### config.mk
export PLATFORM = sky130hd
export DESIGN_NAME = grid_dijkstra_path_finder_unit_flat
export DESIGN_NICKNAME = d
export VERILOG_FILES = /design/src/hdl/gdp_pkg.sv /design/src/hdl/gdp_if.sv /design/src/hdl/gdp_ram.sv /design/src/hdl/grid_dijkstra_path_finder_unit.sv /design/src/flat_wrapper.sv
export SDC_FILE = /design/constraint.sdc
export NUM_CORES = 2
export LEC_CHECK = 0
export CAP_MARGIN = 20
export CORE_MARGIN = 4
export CORE_UTILIZATION = 63
export DETAILED_ROUTE_END_ITERATION = 8
export DONT_BUFFER_PORTS = 1
export HOLD_SLACK_MARGIN = 0.12
export PLACE_DENSITY = 0.86
export SYNTH_ARGS = -nofsm -noshare
export SYNTH_HDL_FRONTEND = slang
export SYNTH_SLANG_ARGS = --single-unit
### constraint.sdc
create_clock -name clk -period 7.1 [get_ports clk]
set_input_delay 1.42 -clock clk [delete_from_list [all_inputs] [get_ports clk]]
set_output_delay 1.42 -clock clk [all_outputs]
set_load 0.005 [all_outputs]
### src/hdl/gdp_pkg.sv
// Package for the grid path finder: grid constants, codes and shared types.
// No dependencies.
package gdp_pkg;
	localparam int GRID_W_DEF = 8;
	localparam int GRID_H_DEF = 8;
	localparam int DIM_W = 4;
	localparam int CELL_AW = 6;
	localparam int CELLS = 64;
	localparam logic [7:0] UNREACHED = 8'd255;

	localparam logic OP_WRITE = 1'b0;
	localparam logic OP_FIND = 1'b1;

	localparam logic [1:0] CODE_WALL = 2'd1;

	localparam logic [1:0] ST_STEP = 2'd0;
	localparam logic [1:0] ST_AT_START = 2'd1;
	localparam logic [1:0] ST_NONE = 2'd2;

	localparam logic CFG_WIDTH = 1'b0;
	localparam logic CFG_HEIGHT = 1'b1;

	typedef struct packed {
		logic       operation;
		logic [2:0] cell_x;
		logic [2:0] cell_y;
		logic [1:0] cell_value;
		logic [1:0] target_value;
	} in_item_t;

	typedef struct packed {
		logic [2:0] step_x;
		logic [2:0] step_y;
		logic [1:0] status;
		logic       last;
	} out_item_t;

	typedef enum logic [3:0] {
		S_IDLE, S_INIT, S_SCAN, S_SCAN_END, S_CHECK, S_RELAX, S_RELAX_WR,
		S_TRACE, S_EMIT, S_STATUS
	} state_t;
endpackage

### src/hdl/gdp_if.sv
// Valid/ready stream interfaces for the path finder.
// Depends on gdp_pkg.
interface gdp_in_if;
	logic valid;
	logic ready;
	gdp_pkg::in_item_t data;
	modport source(output valid, output data, input ready);
	modport sink(input valid, input data, output ready);
endinterface

interface gdp_out_if;
	logic valid;
	logic ready;
	gdp_pkg::out_item_t data;
	modport source(output valid, output data, input ready);
	modport sink(input valid, input data, output ready);
endinterface

### src/hdl/gdp_ram.sv
// One-write one-read synchronous memory, registered read data.
// No dependencies.
module gdp_ram #(
	parameter int DW = 8,
	parameter int AW = 6
) (
	input  logic          clk,
	input  logic          we,
	input  logic [AW-1:0] waddr,
	input  logic [DW-1:0] wdata,
	input  logic [AW-1:0] raddr,
	output logic [DW-1:0] rdata
);
	logic [DW-1:0] mem [2**AW];
	always_ff @(posedge clk) begin
		if (we) begin
			mem[waddr] <= wdata;
		end
		rdata <= mem[raddr];
	end
endmodule

### src/hdl/grid_dijkstra_path_finder_unit.sv
// Grid path finder top level: cell map, search stores and the search sequencer.
// Depends on gdp_pkg, gdp_if and gdp_ram.
//
// Channels: in (write or find items), out (path steps or one status result),
// plus a write port for map_width (index 0) and map_height (index 1).
// A write item is written to the cell map when taken and gives no result.
// A find runs Dijkstra on the per-cell store memory: an init sweep of one cell
// a cycle over all 64 cells, then rounds until the target is settled or no
// reachable cell is left, each a scan of the W*H cells at one cell a cycle,
// a pick step, a settle step, and a read and a write step per neighbour.
// The path is then traced back through the store's predecessor fields into a
// stack memory, a read and a write step per cell, then emitted start-first,
// once the first step is fetched, one step a cycle while the receiver is ready.
// A new item is taken only after the last result of a find has transferred.
// A stalled receiver holds the result steady; the search waits.
// Reset clears the cell map with a sweep over its 64 cells, sets width and
// height to 8, and empties the sequencer; no item is taken during the sweep.
module grid_dijkstra_path_finder_unit #(
	parameter int GRID_W = gdp_pkg::GRID_W_DEF,
	parameter int GRID_H = gdp_pkg::GRID_H_DEF
) (
	input  logic                    clk,
	input  logic                    arst_n,
	gdp_in_if.sink                  in,
	gdp_out_if.source               out,
	input  logic                    cfg_we,
	input  logic                    cfg_index,
	input  logic [gdp_pkg::DIM_W-1:0] cfg_data
);
	localparam int AW = gdp_pkg::CELL_AW;

	gdp_pkg::state_t st_q, st_d;
	logic [3:0] w_q, h_q;
	logic clr_q;
	logic [AW:0] clr_cnt_q;

	logic [2:0] cx_q, cy_q;
	logic [AW-1:0] start_q, best_q, best_pred_q;
	logic [7:0] bd_q;
	logic best_vld_q;
	logic [1:0] tgt_q;
	logic [2:0] nb_q;
	logic [AW:0] cnt_q;
	logic [AW:0] n_q, k_q;
	logic [AW-1:0] cur_q;
	logic [1:0] stat_q;
	logic emit_vld_q;
	logic scan_rd_vld_q;
	logic [AW-1:0] scan_addr_q;

	// per-cell store: {settled, distance, predecessor}
	logic ds_we;
	logic [AW-1:0] ds_wa, ds_ra;
	logic [14:0] ds_wd, ds_rd;
	logic cm_we;
	logic [AW-1:0] cm_wa, cm_ra;
	logic [1:0] cm_wd, cm_rd;
	logic tr_we;
	logic [AW-1:0] tr_wa, tr_ra, tr_rd;

	gdp_ram #(.DW(15), .AW(AW)) u_store (.clk, .we(ds_we), .waddr(ds_wa),
		.wdata(ds_wd), .raddr(ds_ra), .rdata(ds_rd));
	gdp_ram #(.DW(2), .AW(AW)) u_map (.clk, .we(cm_we), .waddr(cm_wa),
		.wdata(cm_wd), .raddr(cm_ra), .rdata(cm_rd));
	gdp_ram #(.DW(AW), .AW(AW)) u_trail (.clk, .we(tr_we), .waddr(tr_wa),
		.wdata(cur_q), .raddr(tr_ra), .rdata(tr_rd));

	function automatic logic [3:0] clamp(input logic [3:0] v, input int hi);
		if (v < 4'd2) return 4'd2;
		if (32'(v) > hi) return 4'(hi);
		return v;
	endfunction

	function automatic logic [AW-1:0] idx(input logic [2:0] x, input logic [2:0] y);
		return {y, x};
	endfunction

	// neighbour offsets
	logic signed [4:0] nx, ny;
	logic nb_ok, nb_diag;
	logic [2:0] bx, by;
	assign bx = best_q[2:0];
	assign by = best_q[5:3];
	always_comb begin
		logic signed [1:0] dx, dy;
		unique case (nb_q)
			3'd0: begin dx = -2'sd1; dy = -2'sd1; end
			3'd1: begin dx = -2'sd1; dy = 2'sd0; end
			3'd2: begin dx = -2'sd1; dy = 2'sd1; end
			3'd3: begin dx = 2'sd0; dy = -2'sd1; end
			3'd4: begin dx = 2'sd0; dy = 2'sd1; end
			3'd5: begin dx = 2'sd1; dy = -2'sd1; end
			3'd6: begin dx = 2'sd1; dy = 2'sd0; end
			3'd7: begin dx = 2'sd1; dy = 2'sd1; end
		endcase
		nx = 5'(signed'({2'b00, bx})) + 5'(dx);
		ny = 5'(signed'({2'b00, by})) + 5'(dy);
		nb_diag = (dx != 2'sd0) && (dy != 2'sd0);
		nb_ok = (nx >= 0) && (ny >= 0) && (nx < signed'({1'b0, w_q}))
			&& (ny < signed'({1'b0, h_q}));
	end
	logic [AW-1:0] nc;
	assign nc = idx(nx[2:0], ny[2:0]);

	logic [8:0] nd;
	logic [7:0] ndc;
	assign nd = {1'b0, bd_q} + (nb_diag ? 9'd2 : 9'd1);
	assign ndc = (nd > 9'd254) ? 8'd254 : nd[7:0];

	logic out_fire;
	assign out_fire = out.valid && out.ready;
	logic scan_last;
	assign scan_last = (cx_q == 3'(w_q - 4'd1)) && (cy_q == 3'(h_q - 4'd1));
	logic scan_hit;
	assign scan_hit = scan_rd_vld_q && !ds_rd[14] && ds_rd[13:6] != gdp_pkg::UNREACHED
		&& ds_rd[13:6] <= bd_q;

	assign tr_we = (st_q == gdp_pkg::S_TRACE) && cnt_q[0];
	assign tr_wa = n_q[AW-1:0];
	assign tr_ra = (st_q == gdp_pkg::S_EMIT && out_fire) ? 6'(k_q - 7'd2)
		: 6'(k_q - 7'd1);

	assign in.ready = (st_q == gdp_pkg::S_IDLE) && !clr_q;

	always_comb begin
		st_d = st_q;
		unique case (st_q)
			gdp_pkg::S_IDLE: if (in.valid && in.ready && in.data.operation == gdp_pkg::OP_FIND)
				st_d = (in.data.cell_x >= 3'(w_q) && w_q < 4'd8) ||
					(in.data.cell_y >= 3'(h_q) && h_q < 4'd8) ?
					gdp_pkg::S_STATUS : gdp_pkg::S_INIT;
			gdp_pkg::S_INIT: if (cnt_q == 7'(gdp_pkg::CELLS - 1)) st_d = gdp_pkg::S_SCAN;
			gdp_pkg::S_SCAN: if (scan_last) st_d = gdp_pkg::S_SCAN_END;
			gdp_pkg::S_SCAN_END: st_d = gdp_pkg::S_CHECK;
			gdp_pkg::S_CHECK: begin
				if (!best_vld_q) st_d = gdp_pkg::S_STATUS;
				else if (cm_rd == tgt_q)
					st_d = (best_q == start_q) ? gdp_pkg::S_STATUS : gdp_pkg::S_TRACE;
				else st_d = gdp_pkg::S_RELAX;
			end
			gdp_pkg::S_RELAX: st_d = gdp_pkg::S_RELAX_WR;
			gdp_pkg::S_RELAX_WR: if (nb_q == 3'd7) st_d = gdp_pkg::S_SCAN;
				else st_d = gdp_pkg::S_RELAX;
			gdp_pkg::S_TRACE: if (cnt_q[0] && (ds_rd[AW-1:0] == start_q ||
				n_q == 7'(gdp_pkg::CELLS - 2))) st_d = gdp_pkg::S_EMIT;
			gdp_pkg::S_EMIT: if (out_fire && k_q == 7'd1) st_d = gdp_pkg::S_IDLE;
			gdp_pkg::S_STATUS: if (out_fire) st_d = gdp_pkg::S_IDLE;
			default: st_d = gdp_pkg::S_IDLE;
		endcase
	end

	always_comb begin
		ds_we = 1'b0; ds_wa = '0; ds_wd = '0; ds_ra = idx(cx_q, cy_q);
		cm_we = 1'b0; cm_wa = '0; cm_wd = '0; cm_ra = best_q;
		if (clr_q) begin
			cm_we = 1'b1; cm_wa = clr_cnt_q[AW-1:0];
		end else if (st_q == gdp_pkg::S_IDLE && in.valid
			&& in.data.operation == gdp_pkg::OP_WRITE) begin
			cm_we = 1'b1; cm_wa = idx(in.data.cell_x, in.data.cell_y);
			cm_wd = in.data.cell_value;
		end
		unique case (st_q)
			gdp_pkg::S_INIT: begin
				ds_we = 1'b1; ds_wa = cnt_q[AW-1:0];
				ds_wd = {1'b0, (cnt_q[AW-1:0] == start_q) ? 8'd0 : gdp_pkg::UNREACHED,
					6'd0};
			end
			gdp_pkg::S_SCAN_END: cm_ra = scan_hit ? scan_addr_q : best_q;
			gdp_pkg::S_CHECK: if (best_vld_q) begin
				ds_we = 1'b1; ds_wa = best_q; ds_wd = {1'b1, bd_q, best_pred_q};
			end
			gdp_pkg::S_RELAX: begin
				ds_ra = nc; cm_ra = nc;
			end
			gdp_pkg::S_RELAX_WR: begin
				if (nb_ok && !ds_rd[14] && cm_rd != gdp_pkg::CODE_WALL
					&& ndc < ds_rd[13:6]) begin
					ds_we = 1'b1; ds_wa = nc; ds_wd = {1'b0, ndc, best_q};
				end
			end
			gdp_pkg::S_TRACE: ds_ra = cur_q;
			default: ;
		endcase
	end

	always_ff @(posedge clk or negedge arst_n) begin
		if (!arst_n) begin
			st_q <= gdp_pkg::S_IDLE;
			w_q <= clamp(4'd8, GRID_W);
			h_q <= clamp(4'd8, GRID_H);
			clr_q <= 1'b1;
			clr_cnt_q <= '0;
		end else begin
			st_q <= st_d;
			if (clr_q) begin
				clr_cnt_q <= clr_cnt_q + 7'd1;
				if (clr_cnt_q == 7'(gdp_pkg::CELLS - 1)) clr_q <= 1'b0;
			end
			if (cfg_we) begin
				if (cfg_index == gdp_pkg::CFG_WIDTH) w_q <= clamp(cfg_data, GRID_W);
				else h_q <= clamp(cfg_data, GRID_H);
			end
		end
	end

	// scan compare on the previous cycle's read
	always_ff @(posedge clk) begin
		scan_rd_vld_q <= (st_q == gdp_pkg::S_SCAN);
		scan_addr_q <= idx(cx_q, cy_q);
		emit_vld_q <= (st_q == gdp_pkg::S_EMIT);
		if (scan_hit) begin
			bd_q <= ds_rd[13:6]; best_q <= scan_addr_q; best_pred_q <= ds_rd[AW-1:0];
			best_vld_q <= 1'b1;
		end
		unique case (st_q)
			gdp_pkg::S_IDLE: if (in.valid && in.ready) begin
				start_q <= idx(in.data.cell_x, in.data.cell_y);
				tgt_q <= in.data.target_value;
				cnt_q <= '0;
				stat_q <= gdp_pkg::ST_NONE;
			end
			gdp_pkg::S_INIT: begin
				cnt_q <= cnt_q + 7'd1;
				cx_q <= '0; cy_q <= '0; bd_q <= gdp_pkg::UNREACHED; best_vld_q <= 1'b0;
			end
			gdp_pkg::S_SCAN: begin
				if (cy_q == 3'(h_q - 4'd1)) begin
					cy_q <= '0; cx_q <= cx_q + 3'd1;
				end else cy_q <= cy_q + 3'd1;
			end
			gdp_pkg::S_CHECK: begin
				nb_q <= '0; cx_q <= '0; cy_q <= '0;
				cur_q <= best_q; n_q <= '0; cnt_q <= '0;
				stat_q <= (best_vld_q && best_q == start_q) ? gdp_pkg::ST_AT_START
					: gdp_pkg::ST_NONE;
			end
			gdp_pkg::S_RELAX_WR: begin
				nb_q <= nb_q + 3'd1;
				if (nb_q == 3'd7) begin
					bd_q <= gdp_pkg::UNREACHED; best_vld_q <= 1'b0;
				end
			end
			gdp_pkg::S_TRACE: begin
				cnt_q <= cnt_q + 7'd1;
				if (cnt_q[0]) begin
					n_q <= n_q + 7'd1;
					k_q <= n_q + 7'd1;
					cur_q <= ds_rd[AW-1:0];
				end
			end
			gdp_pkg::S_EMIT: if (out_fire) k_q <= k_q - 7'd1;
			default: ;
		endcase
	end

	logic [AW-1:0] ec;
	assign ec = tr_rd;
	always_comb begin
		out.valid = 1'b0;
		out.data = '0;
		if (st_q == gdp_pkg::S_EMIT) begin
			out.valid = emit_vld_q;
			out.data.step_x = ec[2:0];
			out.data.step_y = ec[5:3];
			out.data.status = gdp_pkg::ST_STEP;
			out.data.last = (k_q == 7'd1);
		end else if (st_q == gdp_pkg::S_STATUS) begin
			out.valid = 1'b1;
			out.data.status = stat_q;
			out.data.last = 1'b1;
		end
	end
endmodule

### src/flat_wrapper.sv
// flat-port wrapper written by rule: the top's interface ports become plain ports
module grid_dijkstra_path_finder_unit_flat 
#(
	parameter int GRID_W = gdp_pkg::GRID_W_DEF,
	parameter int GRID_H = gdp_pkg::GRID_H_DEF
)
  (clk, arst_n, cfg_we, cfg_index, cfg_data, in_valid, in_data, in_ready, out_valid, out_data, out_ready);
  gdp_in_if in_i ();
  gdp_out_if out_i ();
  input  logic clk;
  input  logic arst_n;
  input  logic cfg_we;
  input  logic cfg_index;
  input  logic [gdp_pkg::DIM_W-1:0] cfg_data;
  input wire logic [$bits(in_i.valid)-1:0] in_valid;
  input wire logic [$bits(in_i.data)-1:0] in_data;
  output wire logic [$bits(in_i.ready)-1:0] in_ready;
  output wire logic [$bits(out_i.valid)-1:0] out_valid;
  output wire logic [$bits(out_i.data)-1:0] out_data;
  input wire logic [$bits(out_i.ready)-1:0] out_ready;
  assign in_i.valid = in_valid;
  assign in_i.data = in_data;
  assign in_ready = in_i.ready;
  assign out_valid = out_i.valid;
  assign out_data = out_i.data;
  assign out_i.ready = out_ready;
  grid_dijkstra_path_finder_unit #(.GRID_W(GRID_W), .GRID_H(GRID_H)) u_core (.clk(clk), .arst_n(arst_n), .in(in_i), .out(out_i), .cfg_we(cfg_we), .cfg_index(cfg_index), .cfg_data(cfg_data));
endmodule
==> impl_metrics.tcl <==
set metrics [dict create \
    floorplan.initialDensity_pct 63.7 \
    hold-worst-slack_ns 0.358 \
    grt_overflow_total 0 \
    dpl.hpwl_mm 89.6 \
    die_w_um 329 \
    layout_min_cycle_time_ns 5.73 \
    count_of_boundary_i_o_pins 32 \
    clkSlewWorstSetupHoldPaths_ns 0.07 \
    rrSetupSlack_ns 1.37 \
    ys_top_cells_by_area "sky130_fd_sc_hd__edfxtp_1 (70%), sky130_fd_sc_hd__mux4_2 (12%), sky130_fd_sc_hd__mux2i_1 (2.5%), sky130_fd_sc_hd__nor2_1 (1.6%), sky130_fd_sc_hd__a211oi_1 (1.5%)" \
    synth_largest_type_area_fraction_pct 70.4 \
    synth.cell_area_um2 65000 \
    core_area_um2 102000 \
    gp_routability_congestion 0.890 \
    tns_ns 0 \
    clock_latency_ns 0.75 \
    setup_viols_final 0 \
    cts.path.max_buffers 3 \
    layout-drive-gt1-share_pct 20.6 \
    rr_endpoint "u_core.u_store.mem[24][0]$_DFFE_PP_" \
    htree_num_levels 4 \
    min_period_over_period_pct 80.8 \
    critical_path.max_fanout 9 \
    avgViaCountPerCell 7.06 \
    synth.ff_latch_count 1594 \
    arrival_ns 6.18 \
    startpoint_type "flop" \
    maxClockFrequency_ghz 0.174 \
    critical_path_class "flop to flop" \
    outcome "completed" \
    timing.max_slew.rel_slack_pct 6.81 \
    slew_viol_final 0 \
    peakVddDrop_mv 0.301 \
    most_common_cell_in_the_synthesized_netlist "sky130_fd_sc_hd__edfxtp_1" \
    met2WireLength_mm 81.1 \
    rsz0062_at_grt "no" \
    syn_to_final_growth_pct 11.4 \
    drt.antenna.violating_nets 0 \
    area_of_combinational_cells_with_multiple_inputs_um2 16800 \
    detail_route.wirelength_mm 162 \
    synth_seq_area_share_pct 72.8 \
    drt_first_iter_violations 5846 \
    antenna_found_initial 3 \
    worst_slew_pin_slew_ns 1.40 \
    first_global_vias 36200 \
    cts.repair.resized 0 \
    number_of_detailed_route_iterations_in_the_first_pass 7 \
    met3_wirelength_mm 17.4 \
    wire_length_of_the_first_global_routing_pass_mm 242 \
    power_density_nw_per_um2 400 \
    vias 36300 \
    total_leakage_power_nw 23.0 \
    cts_setup_buffers 0 \
    synth_cell_types 77 \
    power_mw 28.9 \
    clockRootBuffer "sky130_fd_sc_hd__clkbuf_16" \
    timing.critical_path.required_ns 7.55 \
    synth_commonest_cells "sky130_fd_sc_hd__edfxtp_1 (1524), sky130_fd_sc_hd__mux4_2 (344), sky130_fd_sc_hd__nor2_1 (275)" \
    design.die.area_um2 108000 \
    synth_ff_type "sky130_fd_sc_hd__edfxtp_1" \
    n_antenna_cell 0 \
    maximum_number_of_pins_on_one_net_before_global_route_repair 97 \
    seqCellArea_um2 47300 \
    global_route.usage.total_pct 30.3 \
    floorplan.die.height_um 329 \
    synth-edff-count 1524 \
    min_path_type "input port to asynchronous set/reset pin" \
    tritoncts "built" \
    row_count 117 \
    async_flop_share_pct 1.25 \
    place_worst_setup_slack_ns 1.43 \
    design.final.nets 3727 \
    dr.max_layer_used "met5" \
    reg2regPathDepth 17 \
    fin_skew_ns 0.0279 \
    timing_hold_violations_final 0 \
    mappedNetlistNets 3613 \
    crit_path_end_kind "flop" \
    clock_sinks 1594 \
    synth_cells 3533 \
    wl_met1_mm 55.1 \
    detail_route.wl_per_cell_um 31.6 \
    worst_setup_slack_after_layout_ns 1.37 \
    fillCellCount 5570 \
    drc 0 \
    synth.yosys.warnings 0 \
    synth.largest_area_cell "sky130_fd_sc_hd__edfxtp_1" \
    hold_buffers_post_cts 0 \
    numCtsBuffers 150 \
    io_buffers 0 \
    syn_area_per_cell_um2 18.4 \
    maxCapViolCount 0 \
]
## power breakdown
group / internal (mW) / switching [mW] / leakage, nW
Sequential: 11.4 / 0.437 / 13.9
Clock: 4.60 / 3.58 / 2.42
Combinational: 3.33 / 5.62 / 6.63
## worst max-delay path by stage
| stage | startpoint | to | slack (ns) | cells past startpoint |
|---|---|---|---|---|
| 6_report | flop | u_core.u_store.mem[24][0]$_DFFE_PP_ | 1.37 | 17 |
| 5_1_grt | flop | u_core.u_store.mem[24][0]$_DFFE_PP_ | 1.0 | 17 |
| 4_1_cts | flop | u_core.u_store.mem[29][8]$_DFFE_PP_ | 1.39 | 16 |
| 3_5_place_dp | flop | u_core.u_store.mem[29][7]$_DFFE_PP_ | 1.43 | 16 |
| 3_3_place_gp | flop | u_core.u_store.mem[29][0]$_DFFE_PP_ | 1.51 | 16 |
| 2_1_floorplan | flop | u_core.u_store.mem[0][6]$_DFFE_PP_ | 0.79 | 13 |
## worst max-delay path: stages, from the launching register on
cell,delay [ns]
sky130_fd_sc_hd__dfxtp_1,0.51
sky130_fd_sc_hd__o22ai_1,0.20
sky130_fd_sc_hd__ha_1,0.26
sky130_fd_sc_hd__fa_1,0.47
sky130_fd_sc_hd__and3_1,0.23
sky130_fd_sc_hd__nand3_1,0.14
sky130_fd_sc_hd__or3_1,0.18
sky130_fd_sc_hd__o311ai_0,0.19
sky130_fd_sc_hd__ha_1,0.23
sky130_fd_sc_hd__a21oi_1,0.15
sky130_fd_sc_hd__nor2_1,0.07
sky130_fd_sc_hd__nor4_1,0.34
sky130_fd_sc_hd__and4_1,0.34
sky130_fd_sc_hd__a21oi_1,0.12
sky130_fd_sc_hd__nor2_1,0.38
sky130_fd_sc_hd__nand3b_1,0.40
sky130_fd_sc_hd__nor2_1,0.89
sky130_fd_sc_hd__buf_4,0.32
## layer usage
metal,track usage [%],vias to the layer above
met5,0,-
met4,13.2,4
met3,5.94,569
met2,50.0,2981
met1,40.1,18300
li1,-,14400
## kinds of logic after synthesis
family / after synthesis / synth area share (%)
flops: 1594 / 72.8
mux: 526 / 14.8
simple gates: 634 / 4.57
compound gates: 413 / 4.23
buf+inv: 242 / 1.62
fa+ha+maj: 59 / 1.17
xor+xnor: 65 / 0.876
## final cells by class
cell class,instances,share of cell area [%]
clock buffers,184,5.46
clock inverters,93,1.40
inverters,57,0.296
multi-input cells,1697,23.2
flip-flops and latches,1594,65.3
well taps,1368,2.37
repair buffers,147,1.90
## placed cells by master (no fill, tap or decap), types with 7 or more instances in the layout
| cell | count |
|---|---|
| sky130_fd_sc_hd__a21oi_1 | 129 |
| sky130_fd_sc_hd__and2_1 | 18 |
| sky130_fd_sc_hd__xnor2_1 | 37 |
| sky130_fd_sc_hd__inv_6 | 9 |
| sky130_fd_sc_hd__clkbuf_1 | 28 |
| sky130_fd_sc_hd__o211ai_1 | 11 |
| sky130_fd_sc_hd__dfxtp_1 | 50 |
| sky130_fd_sc_hd__a21o_1 | 9 |
| sky130_fd_sc_hd__mux2_2 | 16 |
| sky130_fd_sc_hd__nor2b_1 | 94 |
| sky130_fd_sc_hd__mux2i_1 | 164 |
| sky130_fd_sc_hd__nand2_1 | 112 |
| sky130_fd_sc_hd__o21ai_0 | 45 |
| sky130_fd_sc_hd__nor2_1 | 274 |
| sky130_fd_sc_hd__a211oi_1 | 134 |
| sky130_fd_sc_hd__inv_1 | 54 |
| sky130_fd_sc_hd__xor2_1 | 26 |
| sky130_fd_sc_hd__clkinv_1 | 26 |
| sky130_fd_sc_hd__nor3_1 | 15 |
| sky130_fd_sc_hd__buf_4 | 124 |
| sky130_fd_sc_hd__and3_1 | 9 |
| sky130_fd_sc_hd__nand4_1 | 18 |
| sky130_fd_sc_hd__bufinv_16 | 16 |
| sky130_fd_sc_hd__clkinv_2 | 24 |
| sky130_fd_sc_hd__a22o_1 | 7 |
| sky130_fd_sc_hd__ha_1 | 56 |
| sky130_fd_sc_hd__or3_1 | 8 |
| sky130_fd_sc_hd__edfxtp_1 | 1524 |
| sky130_fd_sc_hd__mux4_2 | 344 |
| sky130_fd_sc_hd__clkbuf_16 | 151 |
| sky130_fd_sc_hd__buf_12 | 18 |
| sky130_fd_sc_hd__dfrtp_1 | 17 |
| sky130_fd_sc_hd__nand2_2 | 7 |
| sky130_fd_sc_hd__nand2b_1 | 13 |
| sky130_fd_sc_hd__nand3_1 | 32 |
## state kept, by name, indices dropped and copies added (netlist names), 6 cells and up, named ones only
register / cells
u_core.bd_q: 8
u_core.best_pred_q: 6
u_core.best_q: 6
u_core.clr_cnt_q: 7
u_core.cnt_q: 7
u_core.cur_q: 6
u_core.k_q: 7
u_core.n_q: 7
u_core.scan_addr_q: 6
u_core.start_q: 6
u_core.u_map.mem: 128
u_core.u_store.mem: 960
u_core.u_store.rdata: 15
u_core.u_trail.mem: 384
u_core.u_trail.rdata: 6
## stage by stage
stage / instances / util, % / area, µm²
2_1_floorplan: 3533 / - / 65000
3_3_place_gp: 4849 / 65.8 / 67200
3_5_place_dp: 4850 / 65.8 / 67200
4_1_cts: 5127 / 70.7 / 72100
5_1_grt: 5140 / 70.9 / 72300
6_report: 5140 / 70.9 / 72300
Power figures use the tool's default switching activity.
